===== config.mk =====
export PLATFORM = sky130hd
export DESIGN_NAME = go_back_n_link_engine_core
export DESIGN_NICKNAME = d
export VERILOG_FILES = /design/src/hdl/gbn_pkg.sv /design/src/hdl/gbn_ctrl.sv /design/src/hdl/gbn_datapath.sv /design/src/hdl/go_back_n_link_engine_core.sv
export VERILOG_INCLUDE_DIRS = /design/src /design/src/hdl
export SDC_FILE = /design/constraint.sdc
export NUM_CORES = 2
export LEC_CHECK = 0
export ABC_AREA = 1
export BUFFER_PORTS_ARGS = -buffer_cell sky130_fd_sc_hd__buf_2
export CORE_UTILIZATION = 55
export CTS_CLUSTER_DIAMETER = 60
export DETAILED_ROUTE_END_ITERATION = 8
export GPL_TIMING_DRIVEN = 0
export PLACE_DENSITY_LB_ADDON = 0.1
export SLEW_MARGIN = 30
export SYNTH_ARGS = -nofsm -noshare
export SYNTH_HDL_FRONTEND = slang
export SYNTH_SLANG_ARGS = --single-unit

===== constraint.sdc =====
create_clock -name clock -period 14.83 [get_ports clock]
set_clock_uncertainty 0.15 [all_clocks]
set_input_delay 2.966 -clock clock [delete_from_list [all_inputs] [get_ports clock]]
set_output_delay 2.966 -clock clock [all_outputs]
set_load 0.05 [all_outputs]

===== src/hdl/go_back_n_link_engine_core_macros.svh =====
// ----------------------------------------------------------------------------
// go_back_n_link_engine_core_macros
// Assertion macros shared by the link engine; empty when synthesising.
// ----------------------------------------------------------------------------
`ifndef GO_BACK_N_LINK_ENGINE_CORE_MACROS_SVH
`define GO_BACK_N_LINK_ENGINE_CORE_MACROS_SVH
`ifndef SYNTHESIS
// same-cycle implication
`define GBN_ASSERT_IMP(label, clk, rst, ante, cons) \
   label: assert property (@(posedge clk) disable iff (rst) (ante) |-> (cons)) \
      else $error("link engine check failed");
// next-cycle implication
`define GBN_ASSERT_NXT(label, clk, rst, ante, cons) \
   label: assert property (@(posedge clk) disable iff (rst) (ante) |=> (cons)) \
      else $error("link engine check failed");
`else
`define GBN_ASSERT_IMP(label, clk, rst, ante, cons)
`define GBN_ASSERT_NXT(label, clk, rst, ante, cons)
`endif
`endif


===== src/hdl/gbn_pkg.sv =====
// ----------------------------------------------------------------------------
// gbn_pkg
// Types, constants and helpers of the go-back-N link engine.
// ----------------------------------------------------------------------------
`timescale 1ns / 1ps
package gbn_pkg;

   localparam int MAX_SEQUENCE  = 7;
   localparam int SLOTS         = MAX_SEQUENCE + 1;
   localparam int SEQ_W         = 3;
   localparam int LINK_W        = 3;
   localparam int NODE_W        = 3;
   localparam int NODE_COUNT    = 8;
   localparam int MASK_W        = 8;
   localparam int WCNT_W        = 3;
   localparam int BCNT_W        = 4;
   localparam int GUARD_W       = 4;
   localparam int RESULT_CAP    = 16;
   localparam int RES_IDX_W     = 4;
   localparam int RES_CNT_W     = 5;
   localparam int NUM_LINKS_DEF = 4;
   localparam int TAG_WIDTH_DEF = 32;
   localparam int PORT_TAG_W    = 32;
   localparam int CSR_ADDR_W    = 3;
   localparam int CSR_DATA_W    = 32;

   localparam logic [MASK_W-1:0] ALL_NODES = MASK_W'((1 << NODE_COUNT) - 1);

   // register indexes
   localparam logic ADDR_OWN_NODE  = 1'b0;
   localparam logic ADDR_ROUTE_MAP = 1'b1;

   typedef enum logic [2:0] {
      ACT_NONE    = 3'd0,
      ACT_SEND    = 3'd1,
      ACT_ACK     = 3'd2,
      ACT_DELIVER = 3'd3,
      ACT_STOP    = 3'd4,
      ACT_DROP    = 3'd5,
      ACT_OUTSIDE = 3'd6
   } action_type;

   typedef enum logic [1:0] {
      KIND_SEND    = 2'd0,
      KIND_ARRIVE  = 2'd1,
      KIND_TIMEOUT = 2'd2
   } kind_type;

   typedef enum logic [4:0] {
      OP_NONE,
      OP_LOAD,
      OP_DROP_BAD,
      OP_DROP_FULL,
      OP_ENQ,
      OP_DATA_ACK,
      OP_DELIVER,
      OP_DUP_ACK,
      OP_TO_READ,
      OP_TO_EMIT,
      OP_ACK_OUT,
      OP_ACK_STEP,
      OP_REF_READ,
      OP_REF_WRITE,
      OP_FINISH,
      OP_DRAIN_READ,
      OP_DRAIN_LOAD
   } op_type;

   typedef struct packed {
      op_type op;
   } cmd_type;

   typedef struct packed {
      logic [1:0] kind;
      logic       link_ok;
      logic       frame_ok;
      logic       is_ack;
      logic       seq_ok;
      logic       route_bad;
      logic       room;
      logic       seq_is_fe;
      logic       seq_is_dup;
      logic       dest_own;
      logic       in_window;
      logic       guard_ok;
      logic       refill_ok;
      logic       out_free;
      logic       drain_done;
   } status_type;

   function automatic logic [SEQ_W-1:0] seq_inc(input logic [SEQ_W-1:0] v);
      return (v >= SEQ_W'(MAX_SEQUENCE)) ? '0 : v + SEQ_W'(1);
   endfunction

   function automatic logic seq_between(input logic [SEQ_W-1:0] lo,
                                        input logic [SEQ_W-1:0] num,
                                        input logic [SEQ_W-1:0] up);
      return (lo <= num && num < up) || (up < lo && lo <= num) || (num < up && up < lo);
   endfunction

endpackage


===== src/hdl/gbn_ctrl.sv =====
// ----------------------------------------------------------------------------
// gbn_ctrl
// Sequencer of the link engine: walks each item through its datapath steps.
// ----------------------------------------------------------------------------
`timescale 1ns / 1ps
module gbn_ctrl
   import gbn_pkg::*;
(
   input  logic       clock,
   input  logic       reset,
   input  logic       req_valid,
   output logic       req_stall,
   input  status_type stat,
   output cmd_type    cmd
);

   typedef enum logic [10:0] {
      ST_IDLE      = 11'b000_0000_0001,
      ST_DISPATCH  = 11'b000_0000_0010,
      ST_DELIVER   = 11'b000_0000_0100,
      ST_ENQ       = 11'b000_0000_1000,
      ST_TO_WAIT   = 11'b000_0001_0000,
      ST_ACK_LOOP  = 11'b000_0010_0000,
      ST_REFILL    = 11'b000_0100_0000,
      ST_REFILL_WR = 11'b000_1000_0000,
      ST_FINISH    = 11'b001_0000_0000,
      ST_DRAIN_RD  = 11'b010_0000_0000,
      ST_DRAIN_LD  = 11'b100_0000_0000
   } state_type;

   state_type state_ff, state_in;

   assign req_stall = (state_ff != ST_IDLE);

   // next state and datapath command
   always_comb begin
      state_in = state_ff;
      cmd.op   = OP_NONE;
      unique case (state_ff)
         ST_IDLE: begin
            if (req_valid) begin
               cmd.op   = OP_LOAD;
               state_in = ST_DISPATCH;
            end
         end
         ST_DISPATCH: begin
            state_in = ST_FINISH;
            if (stat.kind == KIND_SEND) begin
               if (stat.route_bad) begin
                  cmd.op = OP_DROP_BAD;
               end else if (stat.room) begin
                  cmd.op = OP_ENQ;
               end else begin
                  cmd.op = OP_DROP_FULL;
               end
            end else if (stat.kind == KIND_ARRIVE && stat.link_ok && stat.frame_ok) begin
               if (stat.is_ack) begin
                  if (stat.in_window) begin
                     state_in = ST_ACK_LOOP;
                  end else begin
                     cmd.op   = OP_ACK_OUT;
                     state_in = ST_REFILL;
                  end
               end else if (stat.seq_is_fe) begin
                  if (stat.dest_own) begin
                     cmd.op   = OP_DATA_ACK;
                     state_in = ST_DELIVER;
                  end else if (stat.route_bad) begin
                     cmd.op = OP_DROP_BAD;
                  end else if (stat.room) begin
                     cmd.op   = OP_DATA_ACK;
                     state_in = ST_ENQ;
                  end else begin
                     cmd.op = OP_DROP_FULL;
                  end
               end else if (stat.seq_is_dup) begin
                  cmd.op = OP_DUP_ACK;
               end
            end else if (stat.kind == KIND_TIMEOUT && stat.link_ok && stat.seq_ok) begin
               cmd.op   = OP_TO_READ;
               state_in = ST_TO_WAIT;
            end
         end
         ST_DELIVER: begin
            cmd.op   = OP_DELIVER;
            state_in = ST_FINISH;
         end
         ST_ENQ: begin
            cmd.op   = OP_ENQ;
            state_in = ST_FINISH;
         end
         ST_TO_WAIT: begin
            cmd.op   = OP_TO_EMIT;
            state_in = ST_FINISH;
         end
         ST_ACK_LOOP: begin
            if (stat.guard_ok && stat.in_window) begin
               cmd.op = OP_ACK_STEP;
            end else begin
               state_in = ST_REFILL;
            end
         end
         ST_REFILL: begin
            if (stat.refill_ok) begin
               cmd.op   = OP_REF_READ;
               state_in = ST_REFILL_WR;
            end else begin
               state_in = ST_FINISH;
            end
         end
         ST_REFILL_WR: begin
            cmd.op   = OP_REF_WRITE;
            state_in = ST_REFILL;
         end
         ST_FINISH: begin
            cmd.op   = OP_FINISH;
            state_in = ST_DRAIN_RD;
         end
         ST_DRAIN_RD: begin
            if (stat.drain_done) begin
               state_in = ST_IDLE;
            end else begin
               cmd.op   = OP_DRAIN_READ;
               state_in = ST_DRAIN_LD;
            end
         end
         ST_DRAIN_LD: begin
            if (stat.out_free) begin
               cmd.op   = OP_DRAIN_LOAD;
               state_in = ST_DRAIN_RD;
            end
         end
         default: state_in = ST_IDLE;
      endcase
   end

   // state register
   always_ff @(posedge clock) begin
      if (reset) begin
         state_ff <= ST_IDLE;
      end else begin
         state_ff <= state_in;
      end
   end

endmodule


===== src/hdl/gbn_datapath.sv =====
// ----------------------------------------------------------------------------
// gbn_datapath
// Per-link sequence state, window and overflow stores, result buffer,
// output register and configuration registers of the link engine.
// ----------------------------------------------------------------------------
`timescale 1ns / 1ps
module gbn_datapath
   import gbn_pkg::*;
#(
   parameter int NUM_LINKS = NUM_LINKS_DEF,
   parameter int TAG_WIDTH = TAG_WIDTH_DEF
) (
   input  logic                  clock,
   input  logic                  reset,
   input  cmd_type               cmd,
   output status_type            stat,
   // item in
   input  logic [1:0]            req_kind,
   input  logic [LINK_W-1:0]     req_link,
   input  logic                  req_is_ack,
   input  logic                  req_check_ok,
   input  logic [SEQ_W-1:0]      req_seq,
   input  logic [NODE_W-1:0]     req_src_node,
   input  logic [NODE_W-1:0]     req_dest_node,
   input  logic [PORT_TAG_W-1:0] req_payload_tag,
   // result out
   output logic                  rsp_valid,
   input  logic                  rsp_stall,
   output logic [2:0]            rsp_action,
   output logic [LINK_W-1:0]     rsp_out_link,
   output logic [SEQ_W-1:0]      rsp_out_seq,
   output logic [NODE_W-1:0]     rsp_out_src,
   output logic [NODE_W-1:0]     rsp_out_dest,
   output logic [PORT_TAG_W-1:0] rsp_out_tag,
   output logic [MASK_W-1:0]     rsp_dest_enable,
   output logic                  rsp_last,
   // configuration
   input  logic                  psel,
   input  logic                  penable,
   input  logic                  pwrite,
   input  logic [CSR_ADDR_W-1:0] paddr,
   input  logic [CSR_DATA_W-1:0] pwdata,
   output logic [CSR_DATA_W-1:0] prdata
);

   localparam int LI_W      = (NUM_LINKS > 1) ? $clog2(NUM_LINKS) : 1;
   localparam int ADDR_W    = LI_W + SEQ_W;
   localparam int MEM_DEPTH = NUM_LINKS * SLOTS;
   localparam int ENTRY_W   = 2 * NODE_W + TAG_WIDTH;
   localparam int RES_W     = 3 + LINK_W + SEQ_W + 2 * NODE_W + TAG_WIDTH;
   // record field positions
   localparam int R_ACT  = RES_W - 3;
   localparam int R_LINK = R_ACT - LINK_W;
   localparam int R_SEQ  = R_LINK - SEQ_W;
   localparam int R_SRC  = R_SEQ - NODE_W;
   localparam int R_DEST = R_SRC - NODE_W;

   // configuration
   logic [NODE_W-1:0]      own_node_ff;
   logic [3*NODE_COUNT-1:0] route_map_ff;

   // item registers
   logic [1:0]           kind_ff;
   logic [LINK_W-1:0]    link_ff;
   logic                 is_ack_ff;
   logic                 ok_ff;
   logic [SEQ_W-1:0]     seq_ff;
   logic [NODE_W-1:0]    src_ff;
   logic [NODE_W-1:0]    dest_ff;
   logic [TAG_WIDTH-1:0] tag_ff;

   // per-link state
   logic [SEQ_W-1:0]  nts_ff [NUM_LINKS];
   logic [SEQ_W-1:0]  nts_in [NUM_LINKS];
   logic [SEQ_W-1:0]  ae_ff  [NUM_LINKS];
   logic [SEQ_W-1:0]  ae_in  [NUM_LINKS];
   logic [SEQ_W-1:0]  fe_ff  [NUM_LINKS];
   logic [SEQ_W-1:0]  fe_in  [NUM_LINKS];
   logic [WCNT_W-1:0] wc_ff  [NUM_LINKS];
   logic [WCNT_W-1:0] wc_in  [NUM_LINKS];
   logic [SEQ_W-1:0]  hd_ff  [NUM_LINKS];
   logic [SEQ_W-1:0]  hd_in  [NUM_LINKS];
   logic [SEQ_W-1:0]  tl_ff  [NUM_LINKS];
   logic [SEQ_W-1:0]  tl_in  [NUM_LINKS];
   logic [BCNT_W-1:0] bc_ff  [NUM_LINKS];
   logic [BCNT_W-1:0] bc_in  [NUM_LINKS];
   logic [MASK_W-1:0] mask_ff, mask_in;

   // item bookkeeping
   logic [GUARD_W-1:0]   guard_ff, guard_in;
   logic                 chk_ff, chk_in;
   logic [LINK_W-1:0]    chk_link_ff, chk_link_in;
   logic [RES_CNT_W-1:0] res_cnt_ff, res_cnt_in;
   logic [RES_CNT_W-1:0] drain_idx_ff;

   // stores
   logic [ENTRY_W-1:0] win_mem_ff [MEM_DEPTH];
   logic [ENTRY_W-1:0] buf_mem_ff [MEM_DEPTH];
   logic [RES_W-1:0]   res_mem_ff [RESULT_CAP];
   logic [ENTRY_W-1:0] win_rdata_ff;
   logic [ENTRY_W-1:0] buf_rdata_ff;
   logic [RES_W-1:0]   res_rdata_ff;

   logic               win_we, buf_we, win_re, buf_re;
   logic [ADDR_W-1:0]  win_waddr, buf_waddr, win_raddr, buf_raddr;
   logic [ENTRY_W-1:0] win_wdata, buf_wdata;

   // emitted record
   logic                 emit_en;
   action_type           e_act;
   logic [LINK_W-1:0]    e_link;
   logic [SEQ_W-1:0]     e_seq;
   logic [NODE_W-1:0]    e_src;
   logic [NODE_W-1:0]    e_dest;
   logic [TAG_WIDTH-1:0] e_tag;

   // output register
   logic             rsp_valid_ff;
   logic [RES_W-1:0] rsp_rec_ff;
   logic [MASK_W-1:0] rsp_mask_ff;
   logic             rsp_last_ff;

   // derived item values
   logic [LI_W-1:0]   link_li, route_li, chk_li;
   logic [LINK_W-1:0] ol;
   logic [SEQ_W-1:0]  fe_cur, dup_seq;
   logic              ack_item, links_clear;
   logic [ENTRY_W-1:0] item_entry;

   assign link_li    = LI_W'(link_ff - LINK_W'(1));
   assign ol         = route_map_ff[3*dest_ff +: 3];
   assign route_li   = LI_W'(ol - LINK_W'(1));
   assign chk_li     = LI_W'(chk_link_ff - LINK_W'(1));
   assign fe_cur     = fe_ff[link_li];
   assign dup_seq    = (fe_cur == '0) ? SEQ_W'(MAX_SEQUENCE) : fe_cur - SEQ_W'(1);
   assign item_entry = {src_ff, dest_ff, tag_ff};
   assign ack_item   = (kind_ff == KIND_ARRIVE) && stat.link_ok && ok_ff && is_ack_ff;

   // status to the sequencer
   always_comb begin
      stat.kind       = kind_ff;
      stat.link_ok    = (link_ff >= LINK_W'(1)) && (link_ff <= LINK_W'(NUM_LINKS));
      stat.frame_ok   = ok_ff;
      stat.is_ack     = is_ack_ff;
      stat.seq_ok     = (seq_ff <= SEQ_W'(MAX_SEQUENCE));
      stat.route_bad  = (ol == '0) || (ol > LINK_W'(NUM_LINKS));
      stat.room       = (wc_ff[route_li] < WCNT_W'(MAX_SEQUENCE)) ||
                        (bc_ff[route_li] < BCNT_W'(SLOTS));
      stat.seq_is_fe  = (seq_ff == fe_cur);
      stat.seq_is_dup = (seq_ff == dup_seq);
      stat.dest_own   = (dest_ff == own_node_ff);
      stat.in_window  = seq_between(ae_ff[link_li], seq_ff, nts_ff[link_li]);
      stat.guard_ok   = (guard_ff < GUARD_W'(SLOTS));
      stat.refill_ok  = (wc_ff[link_li] < WCNT_W'(MAX_SEQUENCE)) && (bc_ff[link_li] != '0);
      stat.out_free   = !rsp_valid_ff || !rsp_stall;
      stat.drain_done = (drain_idx_ff == res_cnt_ff);
   end

   // every link has window room and an empty overflow queue
   always_comb begin
      links_clear = 1'b1;
      for (int i = 0; i < NUM_LINKS; i++) begin
         if (bc_ff[i] != '0 || wc_ff[i] >= WCNT_W'(MAX_SEQUENCE)) begin
            links_clear = 1'b0;
         end
      end
   end

   // step logic
   always_comb begin
      nts_in      = nts_ff;
      ae_in       = ae_ff;
      fe_in       = fe_ff;
      wc_in       = wc_ff;
      hd_in       = hd_ff;
      tl_in       = tl_ff;
      bc_in       = bc_ff;
      mask_in     = mask_ff;
      guard_in    = guard_ff;
      chk_in      = chk_ff;
      chk_link_in = chk_link_ff;
      emit_en     = 1'b0;
      e_act       = ACT_NONE;
      e_link      = '0;
      e_seq       = '0;
      e_src       = '0;
      e_dest      = '0;
      e_tag       = '0;
      win_we      = 1'b0;
      win_waddr   = {route_li, nts_ff[route_li]};
      win_wdata   = item_entry;
      buf_we      = 1'b0;
      buf_waddr   = {route_li, tl_ff[route_li]};
      buf_wdata   = item_entry;
      win_re      = 1'b0;
      win_raddr   = {link_li, seq_ff};
      buf_re      = 1'b0;
      buf_raddr   = {link_li, hd_ff[link_li]};
      unique case (cmd.op)
         OP_LOAD: begin
            guard_in = '0;
            chk_in   = 1'b0;
         end
         OP_DROP_BAD: begin
            emit_en = 1'b1;
            e_act   = ACT_DROP;
            e_src   = src_ff;
            e_dest  = dest_ff;
            e_tag   = tag_ff;
         end
         OP_DROP_FULL: begin
            emit_en     = 1'b1;
            e_act       = ACT_DROP;
            e_link      = ol;
            e_src       = src_ff;
            e_dest      = dest_ff;
            e_tag       = tag_ff;
            chk_in      = 1'b1;
            chk_link_in = ol;
         end
         OP_ENQ: begin
            chk_in      = 1'b1;
            chk_link_in = ol;
            if (wc_ff[route_li] < WCNT_W'(MAX_SEQUENCE)) begin
               win_we            = 1'b1;
               wc_in[route_li]   = wc_ff[route_li] + WCNT_W'(1);
               nts_in[route_li]  = seq_inc(nts_ff[route_li]);
               emit_en           = 1'b1;
               e_act             = ACT_SEND;
               e_link            = ol;
               e_seq             = nts_ff[route_li];
               e_src             = src_ff;
               e_dest            = dest_ff;
               e_tag             = tag_ff;
            end else begin
               buf_we          = 1'b1;
               bc_in[route_li] = bc_ff[route_li] + BCNT_W'(1);
               tl_in[route_li] = seq_inc(tl_ff[route_li]);
            end
         end
         OP_DATA_ACK: begin
            emit_en        = 1'b1;
            e_act          = ACT_ACK;
            e_link         = link_ff;
            e_seq          = seq_ff;
            fe_in[link_li] = seq_inc(fe_cur);
         end
         OP_DELIVER: begin
            emit_en = 1'b1;
            e_act   = ACT_DELIVER;
            e_link  = link_ff;
            e_seq   = seq_ff;
            e_src   = src_ff;
            e_dest  = dest_ff;
            e_tag   = tag_ff;
         end
         OP_DUP_ACK: begin
            emit_en = 1'b1;
            e_act   = ACT_ACK;
            e_link  = link_ff;
            e_seq   = seq_ff;
         end
         OP_TO_READ: begin
            win_re = 1'b1;
         end
         OP_TO_EMIT: begin
            emit_en = 1'b1;
            e_act   = ACT_SEND;
            e_link  = link_ff;
            e_seq   = seq_ff;
            {e_src, e_dest, e_tag} = win_rdata_ff;
         end
         OP_ACK_OUT: begin
            emit_en = 1'b1;
            e_act   = ACT_OUTSIDE;
            e_link  = link_ff;
            e_seq   = seq_ff;
         end
         OP_ACK_STEP: begin
            emit_en        = 1'b1;
            e_act          = ACT_STOP;
            e_link         = link_ff;
            e_seq          = ae_ff[link_li];
            ae_in[link_li] = seq_inc(ae_ff[link_li]);
            guard_in       = guard_ff + GUARD_W'(1);
            if (wc_ff[link_li] != '0) begin
               wc_in[link_li] = wc_ff[link_li] - WCNT_W'(1);
            end
         end
         OP_REF_READ: begin
            buf_re         = 1'b1;
            hd_in[link_li] = seq_inc(hd_ff[link_li]);
            bc_in[link_li] = bc_ff[link_li] - BCNT_W'(1);
         end
         OP_REF_WRITE: begin
            win_we          = 1'b1;
            win_waddr       = {link_li, nts_ff[link_li]};
            win_wdata       = buf_rdata_ff;
            wc_in[link_li]  = wc_ff[link_li] + WCNT_W'(1);
            nts_in[link_li] = seq_inc(nts_ff[link_li]);
            emit_en         = 1'b1;
            e_act           = ACT_SEND;
            e_link          = link_ff;
            e_seq           = nts_ff[link_li];
            {e_src, e_dest, e_tag} = buf_rdata_ff;
         end
         OP_FINISH: begin
            // full window on the target link closes its destinations
            if (chk_ff && wc_ff[chk_li] >= WCNT_W'(MAX_SEQUENCE)) begin
               for (int i = 0; i < NODE_COUNT; i++) begin
                  if (route_map_ff[3*i +: 3] == chk_link_ff) begin
                     mask_in[i] = 1'b0;
                  end
               end
            end
            if (ack_item && links_clear) begin
               mask_in = ALL_NODES;
            end
            // an item with no action still reports once
            if (res_cnt_ff == '0) begin
               emit_en = 1'b1;
            end
         end
         OP_NONE, OP_DRAIN_READ, OP_DRAIN_LOAD: begin
         end
         default: begin
         end
      endcase
   end

   assign res_cnt_in = (cmd.op == OP_LOAD) ? '0 :
                       (emit_en && res_cnt_ff < RES_CNT_W'(RESULT_CAP)) ?
                       res_cnt_ff + RES_CNT_W'(1) : res_cnt_ff;

   // control registers
   always_ff @(posedge clock) begin
      if (reset) begin
         for (int i = 0; i < NUM_LINKS; i++) begin
            nts_ff[i] <= '0;
            ae_ff[i]  <= '0;
            fe_ff[i]  <= '0;
            wc_ff[i]  <= '0;
            hd_ff[i]  <= '0;
            tl_ff[i]  <= '0;
            bc_ff[i]  <= '0;
         end
         mask_ff      <= ALL_NODES;
         guard_ff     <= '0;
         chk_ff       <= 1'b0;
         res_cnt_ff   <= '0;
         drain_idx_ff <= '0;
         rsp_valid_ff <= 1'b0;
         own_node_ff  <= '0;
         route_map_ff <= '0;
      end else begin
         nts_ff     <= nts_in;
         ae_ff      <= ae_in;
         fe_ff      <= fe_in;
         wc_ff      <= wc_in;
         hd_ff      <= hd_in;
         tl_ff      <= tl_in;
         bc_ff      <= bc_in;
         mask_ff    <= mask_in;
         guard_ff   <= guard_in;
         chk_ff     <= chk_in;
         res_cnt_ff <= res_cnt_in;
         if (cmd.op == OP_LOAD) begin
            drain_idx_ff <= '0;
         end else if (cmd.op == OP_DRAIN_LOAD) begin
            drain_idx_ff <= drain_idx_ff + RES_CNT_W'(1);
         end
         if (cmd.op == OP_DRAIN_LOAD) begin
            rsp_valid_ff <= 1'b1;
         end else if (!rsp_stall) begin
            rsp_valid_ff <= 1'b0;
         end
         // configuration writes
         if (psel && penable && pwrite) begin
            if (paddr[2] == ADDR_OWN_NODE) begin
               own_node_ff <= pwdata[NODE_W-1:0];
            end else begin
               route_map_ff <= pwdata[3*NODE_COUNT-1:0];
            end
         end
      end
   end

   // item and payload registers
   always_ff @(posedge clock) begin
      chk_link_ff <= chk_link_in;
      if (cmd.op == OP_LOAD) begin
         kind_ff   <= req_kind;
         link_ff   <= req_link;
         is_ack_ff <= req_is_ack;
         ok_ff     <= req_check_ok;
         seq_ff    <= req_seq;
         src_ff    <= (req_kind == KIND_SEND) ? own_node_ff : req_src_node;
         dest_ff   <= req_dest_node;
         tag_ff    <= req_payload_tag[TAG_WIDTH-1:0];
      end
      if (cmd.op == OP_DRAIN_LOAD) begin
         rsp_rec_ff  <= res_rdata_ff;
         rsp_mask_ff <= mask_ff;
         rsp_last_ff <= (drain_idx_ff + RES_CNT_W'(1) == res_cnt_ff);
      end
   end

   // window store
   always_ff @(posedge clock) begin
      if (win_we) begin
         win_mem_ff[win_waddr] <= win_wdata;
      end
      if (win_re) begin
         win_rdata_ff <= win_mem_ff[win_raddr];
      end
   end

   // overflow store
   always_ff @(posedge clock) begin
      if (buf_we) begin
         buf_mem_ff[buf_waddr] <= buf_wdata;
      end
      if (buf_re) begin
         buf_rdata_ff <= buf_mem_ff[buf_raddr];
      end
   end

   // result buffer
   always_ff @(posedge clock) begin
      if (emit_en && res_cnt_ff < RES_CNT_W'(RESULT_CAP)) begin
         res_mem_ff[res_cnt_ff[RES_IDX_W-1:0]] <= {e_act, e_link, e_seq, e_src, e_dest, e_tag};
      end
      if (cmd.op == OP_DRAIN_READ) begin
         res_rdata_ff <= res_mem_ff[drain_idx_ff[RES_IDX_W-1:0]];
      end
   end

   // result ports
   assign rsp_valid       = rsp_valid_ff;
   assign rsp_action      = rsp_rec_ff[R_ACT +: 3];
   assign rsp_out_link    = rsp_rec_ff[R_LINK +: LINK_W];
   assign rsp_out_seq     = rsp_rec_ff[R_SEQ +: SEQ_W];
   assign rsp_out_src     = rsp_rec_ff[R_SRC +: NODE_W];
   assign rsp_out_dest    = rsp_rec_ff[R_DEST +: NODE_W];
   assign rsp_out_tag     = PORT_TAG_W'(rsp_rec_ff[TAG_WIDTH-1:0]);
   assign rsp_dest_enable = rsp_mask_ff;
   assign rsp_last        = rsp_last_ff;

   // register read-back
   assign prdata = (paddr[2] == ADDR_OWN_NODE) ? CSR_DATA_W'(own_node_ff) :
                                                 CSR_DATA_W'(route_map_ff);

endmodule


===== src/hdl/go_back_n_link_engine_core.sv =====
// ----------------------------------------------------------------------------
// go_back_n_link_engine_core
// Go-back-N link engine: sends, arriving frames and timeouts per link.
// ----------------------------------------------------------------------------
// One item is taken at a time, and the input stays stalled until all of its
// results have gone to the output register. A send, a dropped frame, an
// ignored frame or an unused kind passes through accept, decode and finish.
// A delivery, a forward or a timeout adds its own step before finish. An ACK
// walks the acknowledged slots one at a time and then moves frames one at a
// time from the overflow queue into the window, with a read and a write
// each; both walks are bounded by the window size. Reading out then takes a
// read and a load per result (1 to 16 results) and waits while the result
// side stalls. The sequencer steps one entry at a time through the window
// and overflow stores. Results stay in the output register while the next
// item is accepted. All results of one item carry the destination enable
// mask as it stands after that item.
`timescale 1ns / 1ps
`include "go_back_n_link_engine_core_macros.svh"
module go_back_n_link_engine_core
   import gbn_pkg::*;
#(
   parameter int NUM_LINKS = NUM_LINKS_DEF,
   parameter int TAG_WIDTH = TAG_WIDTH_DEF
) (
   input  logic                  clock,
   input  logic                  reset,
   input  logic                  req_valid,
   output logic                  req_stall,
   input  logic [1:0]            req_kind,
   input  logic [LINK_W-1:0]     req_link,
   input  logic                  req_is_ack,
   input  logic                  req_check_ok,
   input  logic [SEQ_W-1:0]      req_seq,
   input  logic [NODE_W-1:0]     req_src_node,
   input  logic [NODE_W-1:0]     req_dest_node,
   input  logic [PORT_TAG_W-1:0] req_payload_tag,
   output logic                  rsp_valid,
   input  logic                  rsp_stall,
   output logic [2:0]            rsp_action,
   output logic [LINK_W-1:0]     rsp_out_link,
   output logic [SEQ_W-1:0]      rsp_out_seq,
   output logic [NODE_W-1:0]     rsp_out_src,
   output logic [NODE_W-1:0]     rsp_out_dest,
   output logic [PORT_TAG_W-1:0] rsp_out_tag,
   output logic [MASK_W-1:0]     rsp_dest_enable,
   output logic                  rsp_last,
   input  logic                  psel,
   input  logic                  penable,
   input  logic                  pwrite,
   input  logic [CSR_ADDR_W-1:0] paddr,
   input  logic [CSR_DATA_W-1:0] pwdata,
   output logic [CSR_DATA_W-1:0] prdata,
   output logic                  pready
);

   cmd_type    cmd;
   status_type stat;

   assign pready = 1'b1;

   // sequencer
   gbn_ctrl u_ctrl (
      .clock     (clock),
      .reset     (reset),
      .req_valid (req_valid),
      .req_stall (req_stall),
      .stat      (stat),
      .cmd       (cmd)
   );

   // state and stores
   gbn_datapath #(
      .NUM_LINKS (NUM_LINKS),
      .TAG_WIDTH (TAG_WIDTH)
   ) u_datapath (
      .clock           (clock),
      .reset           (reset),
      .cmd             (cmd),
      .stat            (stat),
      .req_kind        (req_kind),
      .req_link        (req_link),
      .req_is_ack      (req_is_ack),
      .req_check_ok    (req_check_ok),
      .req_seq         (req_seq),
      .req_src_node    (req_src_node),
      .req_dest_node   (req_dest_node),
      .req_payload_tag (req_payload_tag),
      .rsp_valid       (rsp_valid),
      .rsp_stall       (rsp_stall),
      .rsp_action      (rsp_action),
      .rsp_out_link    (rsp_out_link),
      .rsp_out_seq     (rsp_out_seq),
      .rsp_out_src     (rsp_out_src),
      .rsp_out_dest    (rsp_out_dest),
      .rsp_out_tag     (rsp_out_tag),
      .rsp_dest_enable (rsp_dest_enable),
      .rsp_last        (rsp_last),
      .psel            (psel),
      .penable         (penable),
      .pwrite          (pwrite),
      .paddr           (paddr),
      .pwdata          (pwdata),
      .prdata          (prdata)
   );

   // an accepted item closes the input until it is drained
   `GBN_ASSERT_NXT(a_busy_after_accept, clock, reset, req_valid && !req_stall, req_stall)
   // a drain load always presents a result
   `GBN_ASSERT_NXT(a_drain_shows_item, clock, reset, cmd.op == OP_DRAIN_LOAD, rsp_valid)
   // an enqueue only happens when the target link has room
   `GBN_ASSERT_IMP(a_enq_has_room, clock, reset, cmd.op == OP_ENQ, stat.room)

endmodule

==> flow_summary.json <==
{
  "p_sw_mw": 7.03,
  "synth_edf_count": 3414,
  "synthFlopType": "edfxtp_1",
  "min_to": "u_datapath.rsp_rec_ff[3]",
  "cts_htree_levels": 5,
  "max-vdd-ir-drop_mv": 0.111,
  "crit_type": "reg -> reg",
  "hp-class": "reg -> reg",
  "numCtsBuffers": 370,
  "report.final.slew_viol_count": 0,
  "ff2ff_path_depth": 29,
  "seq_power_share_pct": 46.0,
  "cpPeakStageDelay_ns": 0.86,
  "pwr-share-comb_pct": 16.4,
  "max_slew.worst_pin.slew_ns": 1.12,
  "wl_met2_mm": 203,
  "cp-start-kind": "flop",
  "hp-start": "u_datapath.res_rdata_ff[3]",
  "core-area_sq_um": 255000,
  "cpMaxStageDelayCell": "nor2_4",
  "p_leak_nw": 54.5,
  "dp_cells": 14600,
  "die_h_um": 510,
  "gp_congestion": 0.924,
  "portBuffers": 161,
  "cts_tree": "yes",
  "mostFrequentLayoutCells": "edfxtp_1 (3414), nor2_1 (2154), o21ai_0 (1479), clkbuf_1 (667), nand2_1 (555)",
  "grt_pass1_wl_mm": 653,
  "hold_depth": 0,
  "syn_to_final_growth_pct": 18.0,
  "ioPinCount": 181,
  "r2r_start": "u_datapath.link_ff[0]",
  "violations": "design-rule violations",
  "wl_met1_mm": 179,
  "wl_met3_mm": 54.4,
  "seq_area_frac_synth_pct": 74.5,
  "syn_area_sq_um": 142000,
  "drt_iter0_drc": 16300,
  "power.internal_mw": 17.7,
  "crit_arrival_ns": 10.26,
  "num_vias": 99500,
  "wl_mm": 459,
  "finalSetupViolCount": 0,
  "grtUsageTotal_pct": 34.8,
  "synthDistinctLibCells": 65,
  "r2r_end": "u_datapath.win_mem_ff[21][11]",
  "path_max_fanout": 20,
  "top_layer": "met5",
  "syn-instance-count": 10700,
  "max-cap-violations": 0,
  "final_common_cell": "edfxtp_1",
  "first_global_vias": 93400,
  "holdBufCountCts": 0,
  "dpl.hpwl_mm": 325,
  "async_flop_share_pct": 0,
  "drtAntennaViolNets": 0,
  "end_kind": "flop",
  "cts_buffer_depth": 4,
  "rsz0062_at_grt": "no",
  "row_count": 185,
  "post_drt_via_cell_ratio": 6.50,
  "start_util_pct": 55.6,
  "gr-total-overflow": 0,
  "relSlewSlack_pct": 25.1,
  "antenna_found_initial": 21,
  "r2r_slack_ns": 5.00,
  "finalCriticalPeriod_ns": 9.83,
  "drive_above_1_share_pct": 11.0,
  "fin_crit_sh_pct": 66.3,
  "placed_cell_area_sq_um": 155000,
  "insertion_delay_ns": 0.93,
  "p_per_area_nw_per_um2": 148,
  "detail_route.wl_per_cell_um": 30.0,
  "synth_warnings": 0,
  "clock.fmax_ghz": 0.102,
  "fillers": 18300,
  "netSwitchingFraction_pct": 28.5,
  "clk_pin_slew_ns": 0.06,
  "cts_sinks": 3564,
  "root_buffer": "clkbuf_16",
  "hold_violations": 0,
  "fin_area_sq_um": 167000,
  "cts_setup_buffers": 0,
  "clock_power_share_pct": 37.6,
  "ys_ff_latch": 3564,
  "die_x_um": 510,
  "syn_avg_cell_area_sq_um": 13.2,
  "p_total_mw": 24.7,
  "cts_resized": 0,
  "drcViolationCount": 6,
  "multi_input_area_sq_um": 33300,
  "grt_max_degree": 41,
  "nets": 11800,
  "dr.pass1.iters": 8,
  "register_area_sq_um": 106000,
  "outcome": "finished, violations left",
  "cp.required_ns": 15.26,
  "fin_cells": 15300,
  "fp.dieArea_sq_um": 260000
}
[final cells by class]
cell class | instances | share of cell area, %
clock buffers | 462 | 5.96
inverters | 309 | 0.700
multi-input cells | 6142 | 19.9
flip-flops and latches | 3564 | 63.1
well taps | 3366 | 2.52
plain buffers | 741 | 1.77
diodes | 10 | 0.0150
repair buffers | 497 | 4.80
clock inverters | 208 | 1.20
[worst max-delay path: cells and delay by family (launching register included)]
| kind | cells | cell delay (ns) |
|---|---|---|
| buffers and inverters | 11 | 3.32 |
| AOI/OAI and AO/OA | 5 | 1.29 |
| DFF | 1 | 0.50 |
| adders and majority gates | 2 | 0.73 |
| and+or+nand+nor | 11 | 3.45 |
[per-stage QoR]
stage                     setup slack, ns  TNS (ns)  util [%]  hold slack (ns)
final                                5.00         0      65.5            0.247
after global routing                 4.90         0      65.5            0.275
after CTS                            5.31         0      65.5            0.255
after detailed placement             5.30         0      60.8            0.255
after global placement              -1.44   -704.84      57.5            0.251
after floorplan                      5.88         0         -            0.250
[power groups by stage]
| stage | Sequential, mW | Clock, mW | Combinational (mW) |
|---|---|---|---|
| 5_1_grt | 11.4 | 9.68 | 4.22 |
| 3_3_place_gp | 11.7 | 0 | 3.49 |
| 6_report | 11.4 | 9.28 | 4.04 |
| 4_1_cts | 11.4 | 9.31 | 3.88 |
| 2_1_floorplan | 11.6 | 0 | 1.95 |
| 3_5_place_dp | 11.6 | 0 | 3.86 |
[cells in the mapped netlist (5+ instances only)]
| cell type | n | area share [%] |
|---|---|---|
| edfxtp_1 | 3414 | 72 |
| nor2_1 | 2236 | 5.9 |
| o21ai_0 | 1520 | 5.4 |
| clkbuf_1 | 648 | 1.7 |
| nand2_1 | 555 | 1.5 |
| o221ai_1 | 394 | 2.4 |
| o32ai_1 | 322 | 2.0 |
| inv_1 | 285 | 0.75 |
| nand3_1 | 235 | 0.83 |
| o22ai_1 | 188 | 0.83 |
| mux2i_1 | 166 | 1.2 |
| dfxtp_1 | 150 | 2.1 |
| a21oi_1 | 145 | 0.51 |
| buf_1 | 53 | 0.14 |
| o211ai_1 | 50 | 0.26 |
| a32oi_1 | 46 | 0.28 |
| ha_1 | 46 | 0.41 |
| a31oi_1 | 38 | 0.17 |
| nor3_1 | 26 | 0.092 |
| buf_2 | 24 | 0.085 |
| nand4_1 | 19 | 0.084 |
| xor2_1 | 18 | 0.11 |
| o21ai_1 | 17 | 0.060 |
| inv_2 | 14 | 0.037 |
| buf_4 | 10 | 0.053 |
| xnor2_1 | 10 | 0.062 |
| a22oi_1 | 9 | 0.048 |
| nand2_2 | 9 | 0.040 |
| o211ai_2 | 9 | 0.079 |
| a211oi_1 | 8 | 0.042 |
| nor2_2 | 8 | 0.035 |
| clkinv_1 | 7 | 0.019 |
| nor4_1 | 7 | 0.031 |
| buf_6 | 6 | 0.048 |
| nand3b_1 | 5 | 0.026 |
[how the worst max path moves through the flow]
| stage | endpoint | from | slack, ns | cells past startpoint |
|---|---|---|---|---|
| after CTS | u_datapath.win_mem_ff[21][8] | u_datapath.link_ff[0] | 5.31 | 29 |
| final | u_datapath.win_mem_ff[21][11] | u_datapath.link_ff[0] | 5.00 | 29 |
| after global placement | u_datapath.res_mem_ff[0][34] | u_datapath.link_ff[0] | -1.44 | 21 |
| after global routing | u_datapath.win_mem_ff[21][15] | u_datapath.link_ff[0] | 4.90 | 29 |
| after detailed placement | u_datapath.win_mem_ff[21][8] | u_datapath.link_ff[0] | 5.30 | 29 |
| after floorplan | u_datapath.res_mem_ff[0][0] | req_valid | 5.88 | 10 |
[kinds of logic after synthesis]
family	Yosys count	synth area share, %
AO/OA/AOI/OAI	2767	12.2
flip-flops	3564	74.5
other	2	0.00530
buffers and inverters	1050	2.87
adder cells (fa/ha/maj)	46	0.406
XOR/XNOR	28	0.173
AND/OR/NAND/NOR	3126	8.71
multiplexers	166	1.17
[registers in the layout, summed over array words and instances, names as in the netlist, 4 cells and up]
signal                      flops
u_datapath.wc_ff               12
u_ctrl.state_ff                11
u_datapath.fe_ff               12
u_datapath.win_rdata_ff        38
u_datapath.buf_rdata_ff        38
u_datapath.tl_ff               12
u_datapath.rsp_dest_enable      8
u_datapath.bc_ff               16
u_datapath.mask_ff              8
u_datapath.res_mem_ff         752
u_datapath.buf_mem_ff        1216
u_datapath.tag_ff              32
u_datapath.hd_ff               12
u_datapath.guard_ff             4
u_datapath.ae_ff               12
u_datapath.nts_ff              12
u_datapath.rsp_rec_ff          47
u_datapath.route_map_ff        24
u_datapath.res_cnt_ff           5
u_datapath.drain_idx_ff         5
u_datapath.res_rdata_ff        47
u_datapath.win_mem_ff        1216
[routing by layer]
layer | track usage (%) | vias up
met3 | 6.74 | 1013
li1 | - | 42100
met4 | 15.1 | 6
met5 | 0 | -
met1 | 50.2 | 49400
met2 | 51.9 | 6964
Power figures use the tool's default switching activity.
